--- src/rtl/core/lphs_pkg.sv ---
// Shared types and constants for the linear-probing hash set.
// Used by lphs_keyprep and linear_probe_hash_set_core; no dependencies.

package lphs_pkg;

	// Table geometry
	localparam int TABLE_SLOTS     = 26;
	localparam int MAX_KEY_LETTERS = 10;
	localparam int SLOT_W          = $clog2(TABLE_SLOTS);
	localparam int CNT_W           = $clog2(TABLE_SLOTS + 1);

	// Key format: five bits per letter, first letter lowest
	localparam int LETTER_W        = 5;
	localparam int KEY_W           = 50;
	localparam int LEN_W           = 4;
	localparam int KEY_LETTERS     = KEY_W / LETTER_W;
	localparam int ENTRY_W         = KEY_W + LEN_W;
	localparam int HOME_CMP_W      = (CNT_W > LETTER_W) ? CNT_W : LETTER_W;

	// Port field widths
	localparam int CMD_W           = 2;
	localparam int OUTCOME_W       = 3;
	localparam int SLOT_PORT_W     = 5;

	typedef enum logic [CMD_W-1:0] {
		CMD_ADD    = 2'd0,
		CMD_DELETE = 2'd1,
		CMD_DUMP   = 2'd2,
		CMD_NONE   = 2'd3
	} cmd_t;

	typedef enum logic [OUTCOME_W-1:0] {
		OUT_INSERTED = 3'd0,
		OUT_PRESENT  = 3'd1,
		OUT_FULL     = 3'd2,
		OUT_REMOVED  = 3'd3,
		OUT_NOTFOUND = 3'd4,
		OUT_LISTED   = 3'd5,
		OUT_EMPTY    = 3'd6
	} outcome_t;

	typedef enum logic [1:0] {
		SLOT_OCCUPIED = 2'b00,
		SLOT_NEVER    = 2'b01,
		SLOT_TOMB     = 2'b10
	} slot_status_t;

	typedef enum logic [1:0] {
		ST_IDLE,
		ST_PROBE,
		ST_EMIT,
		ST_DUMP
	} state_t;

	// Normalised key handed from the key preparation stage to the sequencer
	typedef struct packed {
		logic [KEY_W-1:0]  value;
		logic [LEN_W-1:0]  length;
		logic [SLOT_W-1:0] home;
	} key_info_t;

endpackage

--- src/rtl/core/lphs_keyprep.sv ---
// Key normalisation: clamps the length, clears unused letters, derives home slot.
// Depends on lphs_pkg.

module lphs_keyprep (
	input  logic [lphs_pkg::KEY_W-1:0] key_value,
	input  logic [lphs_pkg::LEN_W-1:0] key_length,
	output lphs_pkg::key_info_t        info
);

	logic [lphs_pkg::LEN_W-1:0]      eff_len;
	logic [lphs_pkg::KEY_W-1:0]      masked;
	logic [lphs_pkg::LETTER_W-1:0]   last_letter;
	logic [lphs_pkg::HOME_CMP_W-1:0] letter_x;
	logic [lphs_pkg::HOME_CMP_W-1:0] home_x;

	// Clamp length into 1..MAX_KEY_LETTERS
	always_comb begin
		priority if (key_length == '0) begin
			eff_len = lphs_pkg::LEN_W'(1);
		end else if (key_length > lphs_pkg::LEN_W'(lphs_pkg::MAX_KEY_LETTERS)) begin
			eff_len = lphs_pkg::LEN_W'(lphs_pkg::MAX_KEY_LETTERS);
		end else begin
			eff_len = key_length;
		end
	end

	// Keep letters below the length; pick out the last one
	always_comb begin
		masked      = '0;
		last_letter = '0;
		for (int i = 0; i < lphs_pkg::KEY_LETTERS; i++) begin
			if (lphs_pkg::LEN_W'(i) < eff_len) begin
				masked[i*lphs_pkg::LETTER_W +: lphs_pkg::LETTER_W] =
					key_value[i*lphs_pkg::LETTER_W +: lphs_pkg::LETTER_W];
			end
			if (lphs_pkg::LEN_W'(i + 1) == eff_len) begin
				last_letter = key_value[i*lphs_pkg::LETTER_W +: lphs_pkg::LETTER_W];
			end
		end
	end

	// Letter modulo table size: the letter is below twice the size
	always_comb begin
		letter_x = lphs_pkg::HOME_CMP_W'(last_letter);
		if (letter_x >= lphs_pkg::HOME_CMP_W'(lphs_pkg::TABLE_SLOTS)) begin
			home_x = letter_x - lphs_pkg::HOME_CMP_W'(lphs_pkg::TABLE_SLOTS);
		end else begin
			home_x = letter_x;
		end
	end

	assign info.value  = masked;
	assign info.length = eff_len;
	assign info.home   = lphs_pkg::SLOT_W'(home_x);

endmodule

--- src/rtl/core/lphs_ram.sv ---
// Single-port-write, single-port-read synchronous RAM with registered read data.
// No dependencies.

module lphs_ram #(
	parameter int DEPTH  = 26,
	parameter int WIDTH  = 54,
	parameter int ADDR_W = $clog2(DEPTH)
) (
	input  logic              clk,
	input  logic              wr_en,
	input  logic [ADDR_W-1:0] wr_addr,
	input  logic [WIDTH-1:0]  wr_data,
	input  logic              rd_en,
	input  logic [ADDR_W-1:0] rd_addr,
	output logic [WIDTH-1:0]  rd_data
);

	logic [WIDTH-1:0] mem [DEPTH];

	always_ff @(posedge clk) begin
		if (wr_en) begin
			mem[wr_addr] <= wr_data;
		end
	end

	// Read data holds while the read enable is low
	always_ff @(posedge clk) begin
		if (rd_en) begin
			rd_data <= mem[rd_addr];
		end
	end

endmodule

--- src/rtl/core/linear_probe_hash_set_core.sv ---
// Open-addressed set of TABLE_SLOTS short keys with linear probing and tombstones.
// Depends on lphs_pkg, lphs_keyprep and lphs_ram.
//
// One request is in work at a time. Add and delete walk the chain from the home
// slot, reading one slot of the key RAM per cycle; the walk stops at a hit, at a
// never-used slot or after a full turn. The walk is paced by the single read port
// of the key RAM and its registered read data. A dump scans every slot in order,
// one per cycle while the response side does not stall. Slot status lives in
// flip-flops cleared by reset, so the block is ready in the first cycle after
// reset. A response still waiting to be taken does not hold off the next request.

module linear_probe_hash_set_core (
	input  logic                             clk,
	input  logic                             arst_n,
	// request channel
	input  logic                             req_valid,
	output logic                             req_stall,
	input  logic [lphs_pkg::CMD_W-1:0]       cmd,
	input  logic [lphs_pkg::KEY_W-1:0]       key_value,
	input  logic [lphs_pkg::LEN_W-1:0]       key_length,
	// response channel
	output logic                             rsp_valid,
	input  logic                             rsp_stall,
	output logic [lphs_pkg::OUTCOME_W-1:0]   outcome,
	output logic [lphs_pkg::KEY_W-1:0]       entry_value,
	output logic [lphs_pkg::LEN_W-1:0]       entry_length,
	output logic [lphs_pkg::SLOT_PORT_W-1:0] slot,
	output logic                             last
);

	lphs_pkg::state_t      state_q, state_nxt;
	lphs_pkg::key_info_t   in_key;
	lphs_pkg::slot_status_t status_q [lphs_pkg::TABLE_SLOTS];
	logic [lphs_pkg::TABLE_SLOTS-1:0] occ_vec;
	logic [lphs_pkg::TABLE_SLOTS-1:0] occ_above;

	// request held for the walk
	lphs_pkg::cmd_t              cmd_q;
	logic [lphs_pkg::KEY_W-1:0]  key_q;
	logic [lphs_pkg::LEN_W-1:0]  len_q;
	logic [lphs_pkg::SLOT_W-1:0] home_q;

	// read issue and read-data stage
	logic [lphs_pkg::SLOT_W-1:0] issue_addr_q;
	logic [lphs_pkg::SLOT_W-1:0] issue_addr_inc;
	logic [lphs_pkg::CNT_W-1:0]  issue_cnt_q;
	logic                        vis_v_s1;
	logic [lphs_pkg::SLOT_W-1:0] vis_addr_s1;
	logic                        vis_last_s1;

	// first reusable slot met on the walk, used by an add
	logic                        have_free_q;
	logic [lphs_pkg::SLOT_W-1:0] free_q;

	// pending single result
	lphs_pkg::outcome_t          res_outcome_q, res_outcome_nxt;
	logic [lphs_pkg::KEY_W-1:0]  res_value_q, res_value_nxt;
	logic [lphs_pkg::LEN_W-1:0]  res_len_q, res_len_nxt;
	logic [lphs_pkg::SLOT_W-1:0] res_slot_q, res_slot_nxt;

	// response register
	logic                        rsp_valid_q;
	lphs_pkg::outcome_t          rsp_outcome_q;
	logic [lphs_pkg::KEY_W-1:0]  rsp_value_q;
	logic [lphs_pkg::LEN_W-1:0]  rsp_len_q;
	logic [lphs_pkg::SLOT_W-1:0] rsp_slot_q;
	logic                        rsp_last_q;

	// RAM ports
	logic                          ram_wr_en;
	logic                          ram_rd_en;
	logic [lphs_pkg::ENTRY_W-1:0]  ram_rd_data;
	logic [lphs_pkg::KEY_W-1:0]    rd_key;
	logic [lphs_pkg::LEN_W-1:0]    rd_len;

	// control
	logic                        accept;
	logic                        out_free;
	lphs_pkg::slot_status_t      vis_status;
	logic                        vis_occ;
	logic                        hit;
	logic                        free_now_v;
	logic [lphs_pkg::SLOT_W-1:0] free_now;
	logic                        probe_done;
	logic                        issue_go;
	logic                        dump_block;
	logic                        dump_emit;
	logic                        dump_done;
	logic                        load_emit;
	logic                        set_occ;
	logic                        set_tomb;
	logic                        res_load;

	lphs_keyprep u_keyprep (
		.key_value  (key_value),
		.key_length (key_length),
		.info       (in_key)
	);

	lphs_ram #(
		.DEPTH (lphs_pkg::TABLE_SLOTS),
		.WIDTH (lphs_pkg::ENTRY_W)
	) u_key_ram (
		.clk     (clk),
		.wr_en   (ram_wr_en),
		.wr_addr (free_now),
		.wr_data ({key_q, len_q}),
		.rd_en   (ram_rd_en),
		.rd_addr (issue_addr_q),
		.rd_data (ram_rd_data)
	);

	assign rd_key = ram_rd_data[lphs_pkg::ENTRY_W-1 -: lphs_pkg::KEY_W];
	assign rd_len = ram_rd_data[lphs_pkg::LEN_W-1:0];

	// Occupancy view of the status flops
	always_comb begin
		for (int i = 0; i < lphs_pkg::TABLE_SLOTS; i++) begin
			occ_vec[i] = (status_q[i] == lphs_pkg::SLOT_OCCUPIED);
		end
	end
	assign occ_above = (occ_vec >> vis_addr_s1) >> 1;

	assign accept   = req_valid && !req_stall;
	assign out_free = !rsp_valid_q || !rsp_stall;

	// Slot under examination this cycle
	assign vis_status = status_q[vis_addr_s1];
	assign vis_occ    = (vis_status == lphs_pkg::SLOT_OCCUPIED);
	assign hit        = vis_occ && (rd_key == key_q) && (rd_len == len_q);
	assign free_now_v = have_free_q || !vis_occ;
	assign free_now   = have_free_q ? free_q : vis_addr_s1;

	assign issue_addr_inc = (issue_addr_q == lphs_pkg::SLOT_W'(lphs_pkg::TABLE_SLOTS - 1)) ?
		'0 : issue_addr_q + lphs_pkg::SLOT_W'(1);

	// Next state
	always_comb begin
		state_nxt = state_q;
		unique case (state_q)
			lphs_pkg::ST_IDLE: begin
				if (accept) begin
					unique case (lphs_pkg::cmd_t'(cmd))
						lphs_pkg::CMD_ADD,
						lphs_pkg::CMD_DELETE: state_nxt = lphs_pkg::ST_PROBE;
						lphs_pkg::CMD_DUMP:   state_nxt = (|occ_vec) ?
							lphs_pkg::ST_DUMP : lphs_pkg::ST_EMIT;
						lphs_pkg::CMD_NONE:   state_nxt = lphs_pkg::ST_IDLE;
					endcase
				end
			end
			lphs_pkg::ST_PROBE: begin
				if (probe_done) begin
					state_nxt = lphs_pkg::ST_EMIT;
				end
			end
			lphs_pkg::ST_EMIT: begin
				if (out_free) begin
					state_nxt = lphs_pkg::ST_IDLE;
				end
			end
			lphs_pkg::ST_DUMP: begin
				if (dump_done) begin
					state_nxt = lphs_pkg::ST_IDLE;
				end
			end
		endcase
	end

	// Control outputs
	always_comb begin
		req_stall  = 1'b1;
		probe_done = 1'b0;
		issue_go   = 1'b0;
		dump_block = 1'b0;
		dump_emit  = 1'b0;
		dump_done  = 1'b0;
		load_emit  = 1'b0;
		unique case (state_q)
			lphs_pkg::ST_IDLE: begin
				req_stall = 1'b0;
			end
			lphs_pkg::ST_PROBE: begin
				probe_done = vis_v_s1 && (hit || vis_status == lphs_pkg::SLOT_NEVER ||
					vis_last_s1);
				issue_go   = !probe_done &&
					(issue_cnt_q != lphs_pkg::CNT_W'(lphs_pkg::TABLE_SLOTS));
			end
			lphs_pkg::ST_EMIT: begin
				load_emit = out_free;
			end
			lphs_pkg::ST_DUMP: begin
				dump_block = vis_v_s1 && vis_occ && !out_free;
				dump_emit  = vis_v_s1 && vis_occ && out_free;
				issue_go   = !dump_block &&
					(issue_cnt_q != lphs_pkg::CNT_W'(lphs_pkg::TABLE_SLOTS));
				dump_done  = !dump_block &&
					(issue_cnt_q == lphs_pkg::CNT_W'(lphs_pkg::TABLE_SLOTS));
			end
		endcase
	end

	assign ram_rd_en = issue_go;

	// Table updates at the end of a walk
	assign set_occ   = probe_done && !hit && (cmd_q == lphs_pkg::CMD_ADD) && free_now_v;
	assign set_tomb  = probe_done && hit && (cmd_q == lphs_pkg::CMD_DELETE);
	assign ram_wr_en = set_occ;

	// Single result of an add, delete or empty dump
	always_comb begin
		res_load        = 1'b0;
		res_outcome_nxt = res_outcome_q;
		res_value_nxt   = key_q;
		res_len_nxt     = len_q;
		res_slot_nxt    = home_q;
		if (accept && (lphs_pkg::cmd_t'(cmd) == lphs_pkg::CMD_DUMP)) begin
			res_load        = 1'b1;
			res_outcome_nxt = lphs_pkg::OUT_EMPTY;
			res_value_nxt   = '0;
			res_len_nxt     = '0;
			res_slot_nxt    = '0;
		end else if (probe_done) begin
			res_load = 1'b1;
			if (cmd_q == lphs_pkg::CMD_ADD) begin
				priority if (hit) begin
					res_outcome_nxt = lphs_pkg::OUT_PRESENT;
					res_slot_nxt    = vis_addr_s1;
				end else if (free_now_v) begin
					res_outcome_nxt = lphs_pkg::OUT_INSERTED;
					res_slot_nxt    = free_now;
				end else begin
					res_outcome_nxt = lphs_pkg::OUT_FULL;
				end
			end else begin
				if (hit) begin
					res_outcome_nxt = lphs_pkg::OUT_REMOVED;
					res_slot_nxt    = vis_addr_s1;
				end else begin
					res_outcome_nxt = lphs_pkg::OUT_NOTFOUND;
				end
			end
		end
	end

	// Control registers
	always_ff @(posedge clk or negedge arst_n) begin
		if (!arst_n) begin
			state_q     <= lphs_pkg::ST_IDLE;
			vis_v_s1    <= 1'b0;
			rsp_valid_q <= 1'b0;
			for (int i = 0; i < lphs_pkg::TABLE_SLOTS; i++) begin
				status_q[i] <= lphs_pkg::SLOT_NEVER;
			end
		end else begin
			state_q <= state_nxt;
			if (set_occ) begin
				status_q[free_now] <= lphs_pkg::SLOT_OCCUPIED;
			end
			if (set_tomb) begin
				status_q[vis_addr_s1] <= lphs_pkg::SLOT_TOMB;
			end
			// read-data stage holds while a dump entry waits for the response side
			if (!dump_block) begin
				vis_v_s1 <= issue_go;
			end
			if (load_emit || dump_emit) begin
				rsp_valid_q <= 1'b1;
			end else if (!rsp_stall) begin
				rsp_valid_q <= 1'b0;
			end
		end
	end

	// Payload registers
	always_ff @(posedge clk) begin
		if (accept) begin
			cmd_q        <= lphs_pkg::cmd_t'(cmd);
			key_q        <= in_key.value;
			len_q        <= in_key.length;
			home_q       <= in_key.home;
			issue_cnt_q  <= '0;
			have_free_q  <= 1'b0;
			issue_addr_q <= (lphs_pkg::cmd_t'(cmd) == lphs_pkg::CMD_DUMP) ? '0 : in_key.home;
		end else if (issue_go) begin
			issue_addr_q <= issue_addr_inc;
			issue_cnt_q  <= issue_cnt_q + lphs_pkg::CNT_W'(1);
		end
		if (issue_go) begin
			vis_addr_s1 <= issue_addr_q;
			vis_last_s1 <= (issue_cnt_q == lphs_pkg::CNT_W'(lphs_pkg::TABLE_SLOTS - 1));
		end
		// remember the first reusable slot of the chain
		if (state_q == lphs_pkg::ST_PROBE && vis_v_s1 && !have_free_q && !vis_occ) begin
			have_free_q <= 1'b1;
			free_q      <= vis_addr_s1;
		end
		if (res_load) begin
			res_outcome_q <= res_outcome_nxt;
			res_value_q   <= res_value_nxt;
			res_len_q     <= res_len_nxt;
			res_slot_q    <= res_slot_nxt;
		end
		// response register
		if (load_emit) begin
			rsp_outcome_q <= res_outcome_q;
			rsp_value_q   <= res_value_q;
			rsp_len_q     <= res_len_q;
			rsp_slot_q    <= res_slot_q;
			rsp_last_q    <= 1'b1;
		end else if (dump_emit) begin
			rsp_outcome_q <= lphs_pkg::OUT_LISTED;
			rsp_value_q   <= rd_key;
			rsp_len_q     <= rd_len;
			rsp_slot_q    <= vis_addr_s1;
			rsp_last_q    <= ~|occ_above;
		end
	end

	assign rsp_valid    = rsp_valid_q;
	assign outcome      = rsp_outcome_q;
	assign entry_value  = rsp_value_q;
	assign entry_length = rsp_len_q;
	assign slot         = lphs_pkg::SLOT_PORT_W'(rsp_slot_q);
	assign last         = rsp_last_q;

endmodule

--- config.mk ---
export PLATFORM = sky130hd
export DESIGN_NAME = linear_probe_hash_set_core
export DESIGN_NICKNAME = d
export VERILOG_FILES = /design/src/rtl/core/lphs_pkg.sv /design/src/rtl/core/lphs_keyprep.sv /design/src/rtl/core/lphs_ram.sv /design/src/rtl/core/linear_probe_hash_set_core.sv
export SDC_FILE = /design/constraint.sdc
export NUM_CORES = 2
export LEC_CHECK = 0
export BUFFER_PORTS_ARGS = -buffer_cell sky130_fd_sc_hd__buf_2
export CORE_MARGIN = 3
export CORE_UTILIZATION = 52
export CTS_BUF_LIST = sky130_fd_sc_hd__clkbuf_8
export CTS_CLUSTER_DIAMETER = 30
export DETAILED_ROUTE_END_ITERATION = 12
export GPL_TIMING_DRIVEN = 1
export PLACE_DENSITY = 0.67
export SLEW_MARGIN = 20
export SYNTH_ARGS = -nofsm -noshare
export SYNTH_HDL_FRONTEND = slang
export SYNTH_HIERARCHICAL = 1
export SYNTH_SLANG_ARGS = --single-unit
--- constraint.sdc ---
create_clock -name clk -period 7.7 [get_ports clk]
set_clock_uncertainty 0.15 [all_clocks]
set_input_delay 2.31 -clock clk [delete_from_list [all_inputs] [get_ports clk]]
set_output_delay 2.31 -clock clk [all_outputs]
set_load 0.005 [all_outputs]
After elaboration in Yosys (flattened, before gate mapping). Memory sizes are Yosys's and may differ from the RTL's. A register that Yosys moved wholly into a read port is not among the register bits. Cells that the tools add are included.

$add $sub $neg: 3. $mul: 0. Divide/modulo/power cells: 0. Magnitude comparators: 16. Equal/unequal tests: 29. Shifts and indexed selects: 1. Muxes and demuxes: 65. Bitwise logic cells: 7. Reduce and logical (&&, ||, !) cells: 74.

Operator list (count): $mux W5 (23); $mux W52 (2); $mux W50 (2); $logic_not A2 Y1 (30); $and A52 B52 Y52 (1); $not A52 Y52 (1); $eq A50 B50 Y1 (1); $and A26 B26 Y26 (1); $not A26 Y26 (1); $or A26 B26 Y26 (1); $reduce_or A26 Y1 (1); $shr A26 B5 Y26 (1); $reduce_or A25 Y1 (1); $logic_and A1 B1 Y1 (21); $demux W2 S5 (2); $mux W2 (10); $eq A3 B4 Y1 const A (4); $lt A3 B4 Y1 const A (4); $mux W4 (4); $eq A5 B5 Y1 const B (3); $mux W3 (5); $mux W1 (13); $eq A4 B4 Y1 const A (3); $ge A6 B6 Y1 const B (2); 28 further kinds (58).

Bits in registers: 264. Bits in latches: 0. Bits in writable memories: 1404. ROM bits: 0. Bits of input ports: 60. Output and inout port bits: 65. Memories: 1.

Memory list: u_key_ram.mem (words 26, width 54, rd ports 1, clocked after memory_dff 1, write ports 1, RTL line lphs_ram.sv:18) `logic [WIDTH-1:0] mem [DEPTH];`.

Longest topological paths before layout.
Depth after elaboration: 18. Depth in mapped cells: 14.

By module. The synthesis kept the hierarchy.

Modules (own cells, without submodules): lphs_ram (times used 1, cells an instance 2328, area each 54858.9 µm²); linear_probe_hash_set_core (times used 1, cells an instance 920, area each 12310.6 µm²); lphs_keyprep (times used 1, cells an instance 179, area each 1096.1 µm²).

Worst setup path after synthesis. No wires, ideal clock.

Path type: input port to flip-flop. From: input port req_valid. To: register res_len_q[0] in the netlist's numbering (enable). Library setup time: 431 ps. Data arrival time: 5723 ps. Data required time: 7119 ps. Setup slack: 1396 ps. Cell stages on the path: 4. Buffers on the path: 0. Path through: nand2_1 -> inv_1 -> nand2_1 -> nand2b_1.

Longest elaborated chain between the ends: 3.

Ends and longest elaborated chain: start: declaration (RTL line linear_probe_hash_set_core.sv:16) `input logic req_valid,`; $logic_and A1 B1 Y1 (RTL line linear_probe_hash_set_core.sv:124) `assign accept = req_valid && !req_stall;`; via accept (RTL line linear_probe_hash_set_core.sv:77) `logic accept;`; $logic_and A1 B1 Y1 (RTL line linear_probe_hash_set_core.sv:217) `if (accept && (lphs_pkg::cmd_t'(cmd) == lphs_pkg::CMD_DUMP)) begin`; $mux W1 (RTL line linear_probe_hash_set_core.sv:217); via res_load (RTL line linear_probe_hash_set_core.sv:92) `logic res_load;`; end signal: assignment (RTL line linear_probe_hash_set_core.sv:301) `res_len_q <= res_len_nxt;`; end: declaration (RTL line linear_probe_hash_set_core.sv:58) `logic [lphs_pkg::LEN_W-1:0] res_len_q, res_len_nxt;`.

The timed path passes the listed nets, and every way through them passes these cells. A chain may end at the register's enable or synchronous reset.

Worst setup path after layout.
From: register key_q[9] in the netlist's numbering. To: memory u_key_ram.mem[25][3] (enable).

Longest elaborated chain between the ends: 12.

Ends and longest elaborated chain: start: declaration (RTL line linear_probe_hash_set_core.sv:39) `logic [lphs_pkg::KEY_W-1:0] key_q;`; start signal: assignment (RTL line linear_probe_hash_set_core.sv:279) `key_q <= in_key.value;`; $eq A50 B50 Y1 (*) (RTL line linear_probe_hash_set_core.sv:130) `assign hit = vis_occ && (rd_key == key_q) && (rd_len == len_q);`; $logic_and A1 B1 Y1 (*) (2 in series) (RTL line linear_probe_hash_set_core.sv:130); $logic_or A1 B1 Y1 (2 in series) (RTL line linear_probe_hash_set_core.sv:184) `probe_done = vis_v_s1 && (hit || vis_status == lphs_pkg::SLOT_NEVER ||`; $logic_and A1 B1 Y1 (RTL line linear_probe_hash_set_core.sv:184); $mux W1 (RTL line linear_probe_hash_set_core.sv:179) `unique case (state_q)`; $logic_and A1 B1 Y1 (*) (3 in series) (RTL line linear_probe_hash_set_core.sv:206) `assign set_occ = probe_done && !hit && (cmd_q == lphs_pkg::CMD_ADD) && free_now_v;`; via ram_wr_en (RTL line linear_probe_hash_set_core.sv:70) `logic ram_wr_en;`; $mux W1 (*) (RTL line lphs_ram.sv:21) `if (wr_en) begin`; $mux W1 (not written as such) (*) (RTL line lphs_ram.sv:22) `mem[wr_addr] <= wr_data;`; end: declaration (RTL line lphs_ram.sv:18).

The timed path passes the listed nets; every way through them passes the cells marked *.

==> results.json <==
{
  "synth-seq-cells": 1722,
  "seq_area_frac_synth_pct": 75.3,
  "wl_per_cell_um": 31.3,
  "worstPathMaxFanout": 37,
  "vias": 36700,
  "cts_sinks": 1722,
  "rsz0062_at_grt": "false",
  "fin_crit_ns": 6.88,
  "crit_start": "key_q[9]",
  "fin_setup_tns_ns": 0,
  "grt_pass1_wl_um": 262000,
  "outcome": "finished clean",
  "max_slew_margin_pct": 23.5,
  "synth_top_cells_by_area": "edfxtp_1, mux4_2, mux2_2, mux2i_1, a22oi_1",
  "clkTransAtPathRegs_ns": 0.05,
  "num_io_pins": 125,
  "dpl_cell_area_um2": 71300,
  "yosysWarnings": 6,
  "antenna_found_initial": 11,
  "drv_slew": 0,
  "critPathMaxStageDelay_ns": 0.73,
  "routabilityCongestion": 0.914,
  "crit_type": "register to register",
  "arrival_ns": 7.27,
  "synthFlopType": "edfxtp_1",
  "crit_end": "u_key_ram/mem[25][3]",
  "synth-edff-count": 1659,
  "layout-drive-gt1-share_pct": 31.9,
  "r2r_end": "u_key_ram/mem[25][3]",
  "synth_area_um2": 68300,
  "ys_types": 84,
  "setup_viol": 0,
  "drtIter0Drc": 4998,
  "power.density_nw_per_um2": 369,
  "clk_latency_ns": 1.01,
  "synth_common_cells": "edfxtp_1, mux4_2, mux2_2, nand2_1, a22oi_1",
  "cts_post_setup_buffers_inserted": 0,
  "cts_max_path_buffers": 4,
  "grt_overflow": 0,
  "viasPerCell": 6.29,
  "irDropWorstVdd_v": 0.000243,
  "fmax_mhz": 145,
  "grt.total_usage_pct": 27.1,
  "cts_tree": "yes",
  "drc": 0,
  "crit_chain": "xnor2_1 > nand4_1 > nor4_1 > nand4_1 > a221oi_2 > buf_4 > nand2b_1 > nor2_1 > nand3b_1 > nor2_4 > buf_4",
  "synth_largest_area_cell": "edfxtp_1",
  "ant_nets": 0,
  "dieHeight_um": 368,
  "place_ws_ns": 0.946,
  "die_w_um": 368,
  "nets": 3885,
  "core.rowCount": 132,
  "first_pass_iters": 7,
  "grt_pass1_vias": 36800,
  "synth_nets": 3493,
  "hold_buffers": 0,
  "syn_inst": 3427,
  "core_area_um2": 130000,
  "cts_made_buffers": 348,
  "fin_ws_ns": 0.824,
  "p_leak_nw": 25.7,
  "dpl.hpwl_um": 106000,
  "finalPower_mw": 29.0,
  "synth_most_common_cell": "edfxtp_1",
  "cts_resized": 0,
  "synth_top_area_share_pct": 73.0,
  "root_buffer": "clkbuf_8",
  "cp-end-kind": "register",
  "period_share_pct": 89.3,
  "start_util_pct": 52.5,
  "holdCritPathClass": "register to register",
  "ys_async_sr_fraction_pct": 3.25,
  "syn_to_final_growth_pct": 15.1,
  "syn_area_per_cell_um2": 19.9,
  "io_buffers": 124,
  "grt_max_degree": 100,
  "r2r_cells": 11,
  "die_area_um2": 136000,
  "cp.required_ns": 8.09,
  "crit_path_start_kind": "register",
  "cap_violations": 0,
  "design_area_um2": 78600,
  "r2r_start": "key_q[9]",
  "final_hold_viol_count": 0,
  "wl_um": 182000,
  "rrSetupSlack_ns": 0.82,
  "worst_pin_slew_ns": 1.14,
  "cp_slowest_cell": "edfxtp_1",
  "htreeDepth": 5
}
worst min path at each step:
stage	end	from	slack, ns	cells after the start
global route	last	last	0.35	1
detailed placement	issue_cnt_q[4]	issue_cnt_q[4]	0.33	1
floorplan	issue_cnt_q[4]	issue_cnt_q[4]	0.30	1
finish	status_q[44]	status_q[44]	0.33	1
global placement	issue_cnt_q[4]	issue_cnt_q[4]	0.31	1
CTS	status_q[4]	status_q[4]	0.34	1
metal layers:
layer / track usage [%] / vias to the layer above / wire (µm)
met2: 40.4 / 2292 / 83500
met4: 7.46 / 2 / 3850
met1: 39.7 / 19100 / 73600
li1: - / 15000 / -
met3: 7.65 / 303 / 21500
met5: 0 / - / 13
cell usage in the layout, fill, tap and decap left out, types with 10 or more instances in the layout:
cell        instances
o31ai_1            15
nor4_1             11
diode_2            11
clkinv_4           10
inv_6              10
buf_12             10
clkbuf_8          355
nor2b_1            36
o211ai_1           36
xnor2_1            53
nor2_4             27
buf_4              96
nor3_1             29
clkinv_1           54
mux2i_1            89
nand4_1            14
nand3_1            72
o21ai_0            36
edfxtp_1         1659
nor2_1             71
mux2_2            119
o211ai_2           23
clkinv_2           51
nand2_1           112
a22oi_1           111
a21oi_1            28
mux4_2            333
a22o_1             11
dfrtp_1            30
and2_1             90
clkinvlp_4         36
buf_2             124
bufinv_16          44
dfstp_2            26
inv_1              70
sequential cells by signal, indices dropped and copies added (netlist names), 50 cells and up:
signal / flops
entry_value: 50
key_q: 50
res_value_q: 50
status_q: 52
u_key_ram/mem: 1404
u_key_ram/rd_data: 54
metrics by stage:
stage / std cells / util [%] / hold slack, ns
2_1_floorplan: 3427 / - / 0.296
3_3_place_gp: 5211 / 54.8 / 0.311
3_5_place_dp: 5211 / 54.8 / 0.325
4_1_cts: 5821 / 60.5 / 0.336
5_1_grt: 5826 / 60.5 / 0.346
6_report: 5832 / 60.5 / 0.335
worst max-delay path: cells and delay by family (launching register included):
kind / cells / cell delay, ns
simple gates: 7 / 3.64
buf+inv: 2 / 0.91
flops: 1 / 0.73
xor+xnor: 1 / 0.58
compound gates: 1 / 0.42
final cells by class:
class | instances | area [µm²]
timing repair buffer | 230 | 1540
fill | 9311 | 51400
inverter | 21 | 80.1
multi-input combinational | 1496 | 16100
antenna | 11 | 27.5
tap | 1742 | 2180
sequential | 1722 | 51400
clock buffer | 355 | 4890
clock inverter | 255 | 2410
where the power goes:
part	internal, mW	switching (mW)
Sequential	11.4	0.704
Clock	5.82	3.98
Combinational	2.89	4.22
Total	20.1	8.91
logic make-up (layout without fill, tap and decap cells):
kind of cell | Yosys count | count (layout) | share of synthesized area (%)
AO/OA/AOI/OAI | 343 | 343 | 3.83
XOR/XNOR | 57 | 57 | 0.731
adder cells (fa/ha/maj) | 6 | 6 | 0.110
buffers and inverters | 209 | 861 | 1.51
flip-flops | 1722 | 1722 | 75.3
multiplexers | 541 | 541 | 14.3
other | 0 | 11 | 0
AND/OR/NAND/NOR | 549 | 549 | 4.28
(Power assumes the default switching activity.)
